`config.mk`:
```
export PLATFORM = sky130hd
export DESIGN_NAME = swtx_ctrl
export DESIGN_NICKNAME = d
export VERILOG_FILES = /design/src/hdl/swtx_pkg.sv /design/src/hdl/swtx_ctrl.sv
export SDC_FILE = /design/constraint.sdc
export NUM_CORES = 1
export LEC_CHECK = 0
export BUFFER_PORTS_ARGS = -buffer_cell sky130_fd_sc_hd__buf_2
export CAP_MARGIN = 25
export CORE_MARGIN = 2
export CORE_UTILIZATION = 41
export CTS_CLUSTER_DIAMETER = 40
export DETAILED_ROUTE_END_ITERATION = 7
export PLACE_DENSITY = 0.66
export SYNTH_ARGS = -nofsm -noshare
export SYNTH_HDL_FRONTEND = slang
export SYNTH_SLANG_ARGS = --single-unit
export TNS_END_PERCENT = 5
```
`constraint.sdc`:
```
create_clock -name aclk -period 6.55 [get_ports aclk]
set_input_delay 1.31 -clock aclk [delete_from_list [all_inputs] [get_ports aclk]]
set_output_delay 1.31 -clock aclk [all_outputs]
set_load 0.01 [all_outputs]
```
`src/hdl/swtx_pkg.sv`:
```
// ---------------------------------------------------------------------------
// swtx_pkg
// Shared constants, codes and types of the stop-and-wait transmit controller.
// ---------------------------------------------------------------------------
package swtx_pkg;

    // queue geometry and field widths
    localparam int QUEUE_DEPTH = 256;
    localparam int SLOT_W      = $clog2(QUEUE_DEPTH);
    localparam int OCC_W       = $clog2(QUEUE_DEPTH + 1);
    localparam int TAG_W       = 16;
    localparam int LEN_W       = 8;
    localparam int MODE_W      = 2;
    localparam int STATE_W     = 2;
    localparam int TIMEOUT_W   = 16;
    localparam int RETRY_W     = 8;

    // configuration port
    localparam int CFG_IDX_W  = 4;
    localparam int CFG_DATA_W = 16;
    localparam logic [CFG_IDX_W-1:0] REG_ACK_TIMEOUT = 4'd0;
    localparam logic [CFG_IDX_W-1:0] REG_RETRY_LIMIT = 4'd1;
    localparam logic [TIMEOUT_W-1:0] ACK_TIMEOUT_RST = 16'd2000;
    localparam logic [RETRY_W-1:0]   RETRY_LIMIT_RST = 8'd10;

    // event kinds
    localparam logic [MODE_W-1:0] MODE_TICK    = 2'd0;
    localparam logic [MODE_W-1:0] MODE_ENQUEUE = 2'd1;
    localparam logic [MODE_W-1:0] MODE_ACK     = 2'd2;
    localparam logic [MODE_W-1:0] MODE_NACK    = 2'd3;

    // controller states
    localparam logic [STATE_W-1:0] ST_READY = 2'd0;
    localparam logic [STATE_W-1:0] ST_WAIT  = 2'd1;
    localparam logic [STATE_W-1:0] ST_ACK   = 2'd2;
    localparam logic [STATE_W-1:0] ST_NACK  = 2'd3;

    // word widths on the stream ports
    localparam int S_DATA_W = 24;
    localparam int M_DATA_W = 48;

    // one queue entry
    typedef struct packed {
        logic [LEN_W-1:0] len;
        logic [TAG_W-1:0] tag;
    } entry_t;

    // queue memory access request
    typedef struct packed {
        logic              wr_en;
        logic [SLOT_W-1:0] wr_addr;
        entry_t            wr_entry;
        logic              rd_en;
        logic [SLOT_W-1:0] rd_addr;
    } mem_req_t;

    // per-event result, less the frame fields read from memory
    typedef struct packed {
        logic               send_start;
        logic [OCC_W-1:0]   queue_count;
        logic [STATE_W-1:0] ctrl_state;
        logic [RETRY_W-1:0] retry_count;
        logic               queue_flushed;
        logic               enqueue_rejected;
    } step_res_t;

endpackage

```
`src/hdl/swtx_ctrl.sv`:
```
// ---------------------------------------------------------------------------
// swtx_ctrl
// Controller state, queue pointers, settings and per-event update logic.
// ---------------------------------------------------------------------------
module swtx_ctrl (
    input  logic                              aclk,
    input  logic                              aresetn,
    input  logic                              cfg_we,
    input  logic [swtx_pkg::CFG_IDX_W-1:0]    cfg_idx,
    input  logic [swtx_pkg::CFG_DATA_W-1:0]   cfg_wdata,
    input  logic                              step_en,
    input  logic [swtx_pkg::MODE_W-1:0]       step_mode,
    input  logic [swtx_pkg::TAG_W-1:0]        step_tag,
    input  logic [swtx_pkg::LEN_W-1:0]        step_len,
    output swtx_pkg::mem_req_t                mem_req,
    output swtx_pkg::step_res_t               step_res
);
    import swtx_pkg::*;

    logic [TIMEOUT_W-1:0] ack_timeout_reg, ack_timeout_next;
    logic [RETRY_W-1:0]   retry_limit_reg, retry_limit_next;
    logic [STATE_W-1:0]   ctrl_reg, ctrl_next;
    logic [TIMEOUT_W-1:0] wait_reg, wait_next;
    logic [RETRY_W-1:0]   retries_reg, retries_next;
    logic [SLOT_W-1:0]    rd_slot_reg, rd_slot_next;
    logic [SLOT_W-1:0]    wr_slot_reg, wr_slot_next;
    logic [OCC_W-1:0]     occ_reg, occ_next;

    logic [TIMEOUT_W-1:0] wait_inc;
    logic [RETRY_W-1:0]   retries_inc;
    logic [SLOT_W-1:0]    rd_slot_inc;
    logic [SLOT_W-1:0]    wr_slot_inc;
    logic                 queue_full;
    logic                 queue_empty;

    // settings
    always_comb begin
        ack_timeout_next = ack_timeout_reg;
        retry_limit_next = retry_limit_reg;
        if (cfg_we) begin
            case (cfg_idx)
                REG_ACK_TIMEOUT: ack_timeout_next = cfg_wdata[TIMEOUT_W-1:0];
                REG_RETRY_LIMIT: retry_limit_next = cfg_wdata[RETRY_W-1:0];
                default: ;
            endcase
        end
    end

    // saturating and wrapping helpers
    assign wait_inc    = (wait_reg == {TIMEOUT_W{1'b1}}) ? wait_reg
                                                         : wait_reg + 1'b1;
    assign retries_inc = (retries_reg == {RETRY_W{1'b1}}) ? retries_reg
                                                          : retries_reg + 1'b1;
    assign rd_slot_inc = (rd_slot_reg == SLOT_W'(QUEUE_DEPTH - 1)) ? '0
                                                                   : rd_slot_reg + 1'b1;
    assign wr_slot_inc = (wr_slot_reg == SLOT_W'(QUEUE_DEPTH - 1)) ? '0
                                                                   : wr_slot_reg + 1'b1;
    assign queue_full  = (occ_reg == OCC_W'(QUEUE_DEPTH));
    assign queue_empty = (occ_reg == '0);

    // event update
    always_comb begin
        ctrl_next    = ctrl_reg;
        wait_next    = wait_reg;
        retries_next = retries_reg;
        rd_slot_next = rd_slot_reg;
        wr_slot_next = wr_slot_reg;
        occ_next     = occ_reg;

        mem_req.wr_en        = 1'b0;
        mem_req.wr_addr      = wr_slot_reg;
        mem_req.wr_entry.tag = step_tag;
        mem_req.wr_entry.len = step_len;
        mem_req.rd_en        = 1'b0;
        mem_req.rd_addr      = rd_slot_reg;

        step_res.send_start       = 1'b0;
        step_res.queue_flushed    = 1'b0;
        step_res.enqueue_rejected = 1'b0;

        case (step_mode)
            MODE_ENQUEUE: begin
                if (!queue_full) begin
                    mem_req.wr_en = step_en;
                    wr_slot_next  = wr_slot_inc;
                    occ_next      = occ_reg + 1'b1;
                end else begin
                    step_res.enqueue_rejected = 1'b1;
                end
            end
            MODE_ACK:  ctrl_next = ST_ACK;
            MODE_NACK: ctrl_next = ST_NACK;
            default: begin
                // tick: act on the recorded state
                case (ctrl_reg)
                    ST_ACK: begin
                        if (!queue_empty) begin
                            rd_slot_next = rd_slot_inc;
                            occ_next     = occ_reg - 1'b1;
                        end
                        ctrl_next = ST_READY;
                    end
                    ST_NACK: begin
                        retries_next = retries_inc;
                        ctrl_next    = ST_READY;
                    end
                    ST_WAIT: begin
                        wait_next = wait_inc;
                        if (wait_inc >= ack_timeout_reg) begin
                            wait_next    = '0;
                            retries_next = retries_inc;
                            ctrl_next    = ST_READY;
                        end
                    end
                    default: begin
                        if (!queue_empty) begin
                            ctrl_next           = ST_WAIT;
                            wait_next           = '0;
                            step_res.send_start = 1'b1;
                            mem_req.rd_en       = step_en;
                        end
                    end
                endcase
                // retry limit reached: drop the whole queue
                if (retries_next >= retry_limit_reg) begin
                    rd_slot_next           = '0;
                    wr_slot_next           = '0;
                    occ_next               = '0;
                    retries_next           = '0;
                    ctrl_next              = ST_READY;
                    step_res.queue_flushed = 1'b1;
                end
            end
        endcase

        step_res.queue_count = occ_next;
        step_res.ctrl_state  = ctrl_next;
        step_res.retry_count = retries_next;
    end

    // state registers
    always_ff @(posedge aclk) begin
        if (!aresetn) begin
            ack_timeout_reg <= ACK_TIMEOUT_RST;
            retry_limit_reg <= RETRY_LIMIT_RST;
            ctrl_reg        <= ST_READY;
            wait_reg        <= '0;
            retries_reg     <= '0;
            rd_slot_reg     <= '0;
            wr_slot_reg     <= '0;
            occ_reg         <= '0;
        end else begin
            ack_timeout_reg <= ack_timeout_next;
            retry_limit_reg <= retry_limit_next;
            if (step_en) begin
                ctrl_reg    <= ctrl_next;
                wait_reg    <= wait_next;
                retries_reg <= retries_next;
                rd_slot_reg <= rd_slot_next;
                wr_slot_reg <= wr_slot_next;
                occ_reg     <= occ_next;
            end
        end
    end

endmodule

```
==> results.txt, run 1 <==
- Across all hold checks on the routed design, the worst slack comes to 460 ps.
* Boundary Pins: 114
- After the first detailed-routing iteration, the DRC count stood at 421.
- Clock tree synthesis inserted a total of 9 buffers.
- Arrival time reported for the critical path endpoint: 5280 ps
- Largest net degree at the start of global routing: 35
- Final ANT Viol Nets: 0
- Final Worst Setup Slack: -39.6 ps
- Post-Synthesis Net Count: 770
- Count of buffers inserted at the top-level ports: 65
* Primary FF master, synth: sky130_fd_sc_hd__dfxtp_1
* Number of cell rows: 41
* Fraction of final layout cells sized beyond drive strength 1: 0.241
- Per-cell via count in the routed design: 5.82
- After global routing the overflow that remains totals 0.
* Highest ir drop seen on vdd: 0.000127 V
- Final Critical Period: 6590 ps
* Worst Setup Path Type: flop to primary output
* Required time of the worst setup path: 5240 ps
- Run status: complete, but fails checks
- Sort of element at the start of the critical path: flop
- Distinct cell type count of the synthesized netlist: 76
- The pre-antenna-repair detailed-routing pass consisted of 5 iterations.
- Ratio of final minimum period to clock period: 1.01
- The path class of the tightest hold or removal check is flop to flop.
- Timing analysis after detailed placement gives a worst setup slack of 134 ps.
* Flip-flop and latch count after synthesis: 75
- The final number of max-transition violations came to 0.
* PD cells: 169 nW/um^2
- The number of antenna violations at the first check in global routing is 0.
- TritonCTS clock tree: done
- After the last flow step, the layout net total stands at 808.
- Via count: 5,268
- The cell count after synthesis came out at 690.
* FFs w/ async S/R, synth: 0
- Violations in the final reports: negative setup slack
- Count of maximum capacitance violations: 0
* Total routing usage reported by global routing: 0.211
- The layout has 1,208 filler cells.
- The clock net in this run drives a total of 75 sinks.
- The H-tree was split into 3 levels.
- Based on the critical path, the design can be clocked at up to 0.152 GHz.
- In the layout the commonest cells are sky130_fd_sc_hd__nand2_1 (82), sky130_fd_sc_hd__buf_2 (66), sky130_fd_sc_hd__dfxtp_1 (63).
* Worst Tran Pin Value: 956 ps
- The tree is rooted in a sky130_fd_sc_hd__clkbuf_16.
- Netlist Area Pre-Place: 5330 um^2
- Layout area overhead: 17.0%
- Post-route clock skew: 7.64 ps
- Global-route wire length before repair: 24,200 um
- Number of diodes added for antenna fixing: 0
- For this run, the register share of the synthesized area comes to 0.282.
- Measured along the y axis, the die boundary spans 118 um.
* Commonest non-fill, non-tap cell in the layout: sky130_fd_sc_hd__nand2_1
* Vias in the first global route: 4,995
- Dpl hpwl: 10,700 um
* Post-synth EDFFs: 0
- Leakage Power: 2.53 nW
- Excluding fillers, the count of instances in the completed layout stands at 905.
- Dpl cells: 874
- No sink is reached through more buffers than the 2 on the longest clock path.
- Largest driver fanout on the critical path: 7
- Kind of end point of the critical path: primary output
- In the final timing run, aggregate negative setup slack is -39.6 ps.
* DRC violation count after routing: 0
- Starting utilization of the core area: 0.420
* Clock-pin slew reported for the worst setup and hold paths after clock tree synthesis: 60 ps
* Final weighted congestion in routability-driven placement: 0.945
* Count of endpoints failing hold in the final timing report: 0
- Syn Area/Cell: 7.72 um^2
- Std-Cell Core Area: 12,700 um^2
- The Yosys step of the flow raised 0 warnings.
- In this run the tightest slew margin relative to its limit is 0.360.
* Clock insertion delay at the later pin of the skew report: 350 ps
- Full die area: 13,900 um^2
- Die X: 118 um
* RSZ-0062 raised after global routing: yes
* Total wirelength of the detailed-routed design: 15,400 um
- In the final routed layout, each cell accounts on average for 17.0 um.
- Setup violations remaining at the end of the flow were counted as 1.
[critical path, stage by stage (launching register included)]
cell and delay (ps):
sky130_fd_sc_hd__dfxtp_2 390, sky130_fd_sc_hd__nand4_1 230, sky130_fd_sc_hd__nor2_2 250, sky130_fd_sc_hd__nand4_1 150
sky130_fd_sc_hd__mux2_2 350, sky130_fd_sc_hd__ha_4 300, sky130_fd_sc_hd__nand4_1 170, sky130_fd_sc_hd__a311oi_2 420
sky130_fd_sc_hd__a2111oi_4 90, sky130_fd_sc_hd__buf_4 170, sky130_fd_sc_hd__buf_4 140, sky130_fd_sc_hd__a21oi_4 200
sky130_fd_sc_hd__buf_4 150, sky130_fd_sc_hd__mux2_2 320, sky130_fd_sc_hd__ha_1 180, sky130_fd_sc_hd__a21o_1 180
sky130_fd_sc_hd__a31oi_4 170, sky130_fd_sc_hd__o211ai_1 100, sky130_fd_sc_hd__buf_4 210, sky130_fd_sc_hd__buf_4 160
sky130_fd_sc_hd__or3_4 370, sky130_fd_sc_hd__nand3_1 80, sky130_fd_sc_hd__buf_2 130
[kinds of logic (layout without fill, tap and decap cells)]
group                    count (synthesis)  in the layout  share of synthesized area
flip-flops                              75             75                      0.282
AND/OR/NAND/NOR                        278            278                      0.267
XOR/XNOR                                21             21                     0.0345
buffers and inverters                   96            139                     0.0878
multiplexers                            14             14                     0.0277
AO/OA/AOI/OAI                          176            176                      0.231
adder cells (fa/ha/maj)                 30             30                     0.0705
[cell type report]
| class | instances | area [um^2] | share of cell area |
|---|---|---|---|
| inverters | 34 | 128 | 0.0205 |
| clock inverters | 7 | 60.1 | 0.00964 |
| clock buffers | 9 | 225 | 0.0361 |
| multi-input cells | 519 | 3570 | 0.572 |
| flip-flops and latches | 75 | 1530 | 0.245 |
| well taps | 172 | 215 | 0.0345 |
| repair buffers | 89 | 510 | 0.0819 |
[final timing paths]
kind / start / to / slack (ps) / cells after the start
worst max register to register: wait_reg[7] / wr_slot_reg[7] / 1310 / 21
worst min register to register: ack_timeout_reg[2] / ack_timeout_reg[2] / 460 / 2
worst max-delay path: wait_reg[7] / step_res[13] / -40 / 22
worst min-delay path: ack_timeout_reg[2] / ack_timeout_reg[2] / 460 / 2
[Yosys cell counts (all sizes together), types with 3 or more instances]
cell type / number / area share
a311oi: 3 / 0.0049
a211o: 5 / 0.0085
nand2b: 8 / 0.0094
o31a: 3 / 0.0049
nand2: 84 / 0.059
nand3: 31 / 0.029
ha: 30 / 0.070
a211oi: 5 / 0.0070
dfxtp: 75 / 0.28
xnor2: 14 / 0.023
mux2i: 8 / 0.015
nor2: 57 / 0.040
or2: 5 / 0.0059
a21o: 9 / 0.013
nand4b: 8 / 0.013
xor2: 7 / 0.012
inv: 33 / 0.023
a32oi: 6 / 0.0099
o211ai: 14 / 0.020
clkbuf: 26 / 0.018
buf: 36 / 0.046
a2111oi: 4 / 0.012
a41oi: 5 / 0.0082
mux2: 6 / 0.013
and3: 15 / 0.018
nor4: 3 / 0.0035
a21oi: 45 / 0.044
a22o: 3 / 0.0049
nor3b: 5 / 0.0070
o21a: 6 / 0.0085
nor3: 16 / 0.020
and2: 8 / 0.0096
a31oi: 14 / 0.016
o211a: 3 / 0.0056
or3: 11 / 0.013
o31ai: 3 / 0.0042
o21ai: 32 / 0.031
nand4: 18 / 0.021
[repair_timing]
item,in CTS,in global routing
endpoints found under the setup margin,16,19
buffers inserted,3,11
resized for setup,7,51
cloned,0,1
hold buffers,0,0
pin swaps,2,23
[power breakdown]
part	switching [mW]	internal [mW]
sequential	0.00806	0.459
combinational	0.0685	0.0385
clock	0.218	0.262
total	0.294	0.760
[per-layer routing]
metal	wire [um]	part of all wire	vias to the layer above	global-route usage
li1	-	-	2563	-
met1	6630	0.43	2499	0.263
met2	7620	0.49	180	0.366
met3	911	0.059	26	0.0383
met4	238	0.015	0	0.0708
met5	0	0	-	0
[metrics by stage]
| step | cell area (um^2) | utilization | total power, mW |
|---|---|---|---|
| 4_1_cts | 5950 | 0.469 | 1.06 |
| 2_1_floorplan | 5330 | - | 0.558 |
| 3_5_place_dp | 5600 | 0.442 | 0.578 |
| 6_report | 6230 | 0.492 | 1.05 |
| 5_1_grt | 6230 | 0.492 | 1.09 |
| 3_3_place_gp | 5600 | 0.442 | 0.575 |
No activity file was read; power rests on OpenSTA's default activity.
==> run 2, diff against run 1 <==
--- a/config.mk
+++ b/config.mk
@@ -7,6 +7,7 @@
 export LEC_CHECK = 0
 export BUFFER_PORTS_ARGS = -buffer_cell sky130_fd_sc_hd__buf_2
 export CAP_MARGIN = 25
+export CORE_ASPECT_RATIO = 1.25
 export CORE_MARGIN = 2
 export CORE_UTILIZATION = 41
 export CTS_CLUSTER_DIAMETER = 40
==> run 2 against run 1 <==
The run now ends clean; via count increased by 1.8%; global-route usage increased by 0.54 points; setup slack improved by 140 ps; first-iteration DRC count decreased by 32%; sequential power about the same; utilization increased by 0.68 points; combinational power about the same; flip-flop and latch count unchanged; non-clock buffer count increased by 2; register-to-register slack improved by 40 ps; clock power increased by 19%; critical path type unchanged; largest cell class unchanged.
==> results.txt, run 2 (same netlist as run 1, synthesis figures left out) <==
* Run status: finished, final reports clean
- The worst setup path is captured at a primary output.
- The number of cells on the worst hold path came to 2 (unchanged).
* Max-slew headroom: 0.351 (-0.00892)
- Count of buffers inserted at the top-level ports: 65 (unchanged)
- Max incr delay on CP: 380 ps (-40 ps)
- H-Tree Level Count: 3 (unchanged)
- The total number of vias came to 5,361 (+1.8%).
* Internal power component: 0.872 mW (+15%)
- The fraction of the cycle the final worst path needs is 0.985 (-0.0213).
* Final weighted congestion in routability-driven placement: 0.889 (-5.9%)
- The die boundary width came to 106 um (-10%).
- The die area is 13,900 um^2 (about the same).
- Number of cell rows: 46 (+12%)
* Post-route clock skew: 8.75 ps (+1.11 ps)
* RSZ-0062 raised after global routing: yes
* Clock sink total: 75 (unchanged)
- The library cell used most frequently in the layout, excluding fill and tap cells, is sky130_fd_sc_hd__nand2_1.
- The combinational power share came to 0.094 (-0.007).
- The clock transition time at the flip-flop clock pins of the worst setup and hold paths came to 60 ps (about the same).
- The number of search-and-repair iterations in the first detailed-routing pass is 5 (unchanged).
- The largest buffer count on any clock path is 2 (unchanged).
* DRC violation count after routing: 0 (unchanged)
- The initial standard-cell utilization of the core was 0.421 (about the same).
- Launching point of the worst reg2reg path: wait_reg[3]
- The global-route wire length before repair is 24,700 um (+1.9%).
* Iteration-0 DRC count of the detailed router: 285 (-32%)
* Fill cell instance count of the final layout: 1,253 (+3.7%)
- Number of buffers inserted by hold repair at cts: 0 (unchanged)
- Walking the worst path, the cells encountered are and3_4 > and3_4 > a21boi_4 > nand4_1 > xnor2_1 > ha_1 > nand4_1 > or2_4 > o32a_1 > a21oi_4 > nand2_1 > xnor2_1 > ha_1 > a21o_1 > a31oi_4 > o211ai_1 > buf_4 > or3_1 > nand3_1 > buf_2.
- The number of antenna violations at the first check in global routing was 0 (unchanged).
* PD cells: 182 nW/um^2 (+7.3%)
- The transition at the pin with the smallest max-transition slack was 969 ps (+13.3 ps).
- The cell sitting at the root of the clock tree is a sky130_fd_sc_hd__clkbuf_16.
* Post-Place Worst Slack: 235 ps (+101 ps)
* Worst reg-to-reg setup slack: 1350 ps (+40 ps)
- Total routing usage reported by global routing: 0.216 (+0.00536)
- The per-cell routed wire length came to 17.4 um (+2.3%).
- The total leakage power came to 2.59 nW (+2.2%).
- Worst Setup Path Type: flop to primary output
- From synthesis to final layout, the design area changed by 18.5%.
- The net switching power figure came to 0.274 mW (-6.8%).
- The proportion of layout cells with a drive suffix above 1 was 0.246 (+0.00479).
- Area used by multi-input combinational logic: 3570 um^2 (unchanged)
- Final Critical Period: 6450 ps (-139 ps)
* Endpoint of the worst hold-timing path: ack_timeout_reg[11]
- Switching part of the total: 0.239 (-0.0398)
- The highest fanout seen on the critical path came to 8 (+1).
* Largest net degree at the start of global routing: 41 (+17%)
* Count of maximum capacitance violations: 0 (unchanged)
* Flip-flop and latch area: 1530 um^2 (+0.41%)
- Number of nets in the layout: 810 (+0.25%)
- Vias in the first global route: 5,119 (+2.5%)
* Required time of the worst setup path: 5240 ps (about the same)
* Setup violators final: 0 (-1)
- The endpoint identified for the worst register-to-register timing path is wr_slot_reg[5].
* Clock network fraction of total power: 0.499 (+0.044)
- Max Freq: 0.155 GHz (+2.2%)
- Per-cell via count in the routed design: 5.94 (+2.0%)
- Sort of element at the start of the critical path: flop
* Cell at the slowest stage of the critical path: sky130_fd_sc_hd__dfxtp_4
- Power consumption: 1.15 mW (+8.7%)
- Final Worst Setup Slack: 99.8 ps (+139 ps)
- The top cell types in the final layout, fill and taps aside, are sky130_fd_sc_hd__nand2_1 (82), sky130_fd_sc_hd__buf_2 (65), sky130_fd_sc_hd__dfxtp_1 (64).
* Sum of overflow across all layers after global routing: 0 (unchanged)
* Logic depth of the worst register-to-register path: 20 (-4.8%)
- Cts bufs inserted: 9 (unchanged)
* Highest ir drop seen on vdd: 0.0000984 V (-23%)
- Arrival time reported for the critical path endpoint: 5140 ps (-140 ps)
* Number of diodes added for antenna fixing: 0 (unchanged)
- The die height came to 131 um (+11%).
- TritonCTS built the clock tree.
- Std-Cell Core Area: 12,700 um^2 (about the same)
- The worst hold path begins at ack_timeout_reg[11].
- The min-delay analysis places its worst path in the category flop to flop.
- The final HPWL from detailed placement was 11,000 um (+2.2%).
* Clock insertion delay at the later pin of the skew report: 340 ps (about the same)
- Share of power burned in registers: 0.407 (-0.036)
- The count of antenna-violating nets left after detailed routing came to 0 (unchanged).
- The final number of max-transition violations came to 0 (unchanged).
- Worst-case hold slack: 455 ps (-4.58 ps)
* Count of endpoints failing hold in the final timing report: 0 (unchanged)
- The summed negative setup slack over all endpoints is 0 ps (+39.6 ps).
- The final routed wirelength across all metal layers is 15,700 um (+2.1%).
- Boundary Pins: 114 (unchanged)
-- run 2: how the worst max path moves through the flow --
stage	from	to	depth (start not counted)
6_report	wait_reg[3]	step_res[13]	20
5_1_grt	wait_reg[8]	step_res[13]	21
4_1_cts	wait_reg[9]	step_res[13]	21
3_5_place_dp	wait_reg[0]	step_res[13]	20
3_3_place_gp	wait_reg[0]	step_res[13]	20
2_1_floorplan	wait_reg[0]	step_res[15]	22
-- run 2: per-layer routing --
layer,vias to the layer above,part of all wire,track usage
met5,-,0,0
met4,0,0.038,0.108
met3,49,0.055,0.0362
met2,197,0.51,0.385
met1,2549,0.40,0.247
li1,2566,-,-
-- run 2: what timing repair did --
item | 4_1_cts | 5_1_grt
gates resized for setup | 9 | 51
setup endpoints to repair | 12 | 19
buffers inserted | 4 | 13
hold endpoints to repair | 0 | 0
pin swaps | 3 | 21
-- run 2: worst max-delay path, delay by kind of cell, from the launching register on --
family                     cells  cell delay (ps)
and+or+nand+nor                8             1600
AOI/OAI and AO/OA              6             1410
adders and majority gates      2              660
buffers and inverters          2              400
DFF                            1              380
xor gates and xnor gates       2              340
-- run 2: final cells by class --
class,count,area share
Tap cell,168,0.0333
Multi-Input combinational cell,519,0.565
Timing Repair Buffer,91,0.0836
Sequential cell,75,0.243
Inverter,34,0.0202
Clock inverter,3,0.0107
Clock buffer,13,0.0444
-- run 2: per-stage QoR --
stage               cells  cell area (um^2)  utilization
finish                903              6310        0.499
global route          903              6310        0.499
CTS                   890              6020        0.475
detailed placement    870              5600        0.442
global placement      870              5600        0.442
floorplan             690              5330            -
-- run 2: power groups by stage --
stage | Sequential (mW) | Combinational (mW) | Clock (mW)
after floorplan | 0.475 | 0.0828 | 0
after global placement | 0.478 | 0.0974 | 0
after detailed placement | 0.479 | 0.0995 | 0
after CTS | 0.469 | 0.102 | 0.579
after global routing | 0.467 | 0.117 | 0.601
final | 0.466 | 0.108 | 0.573
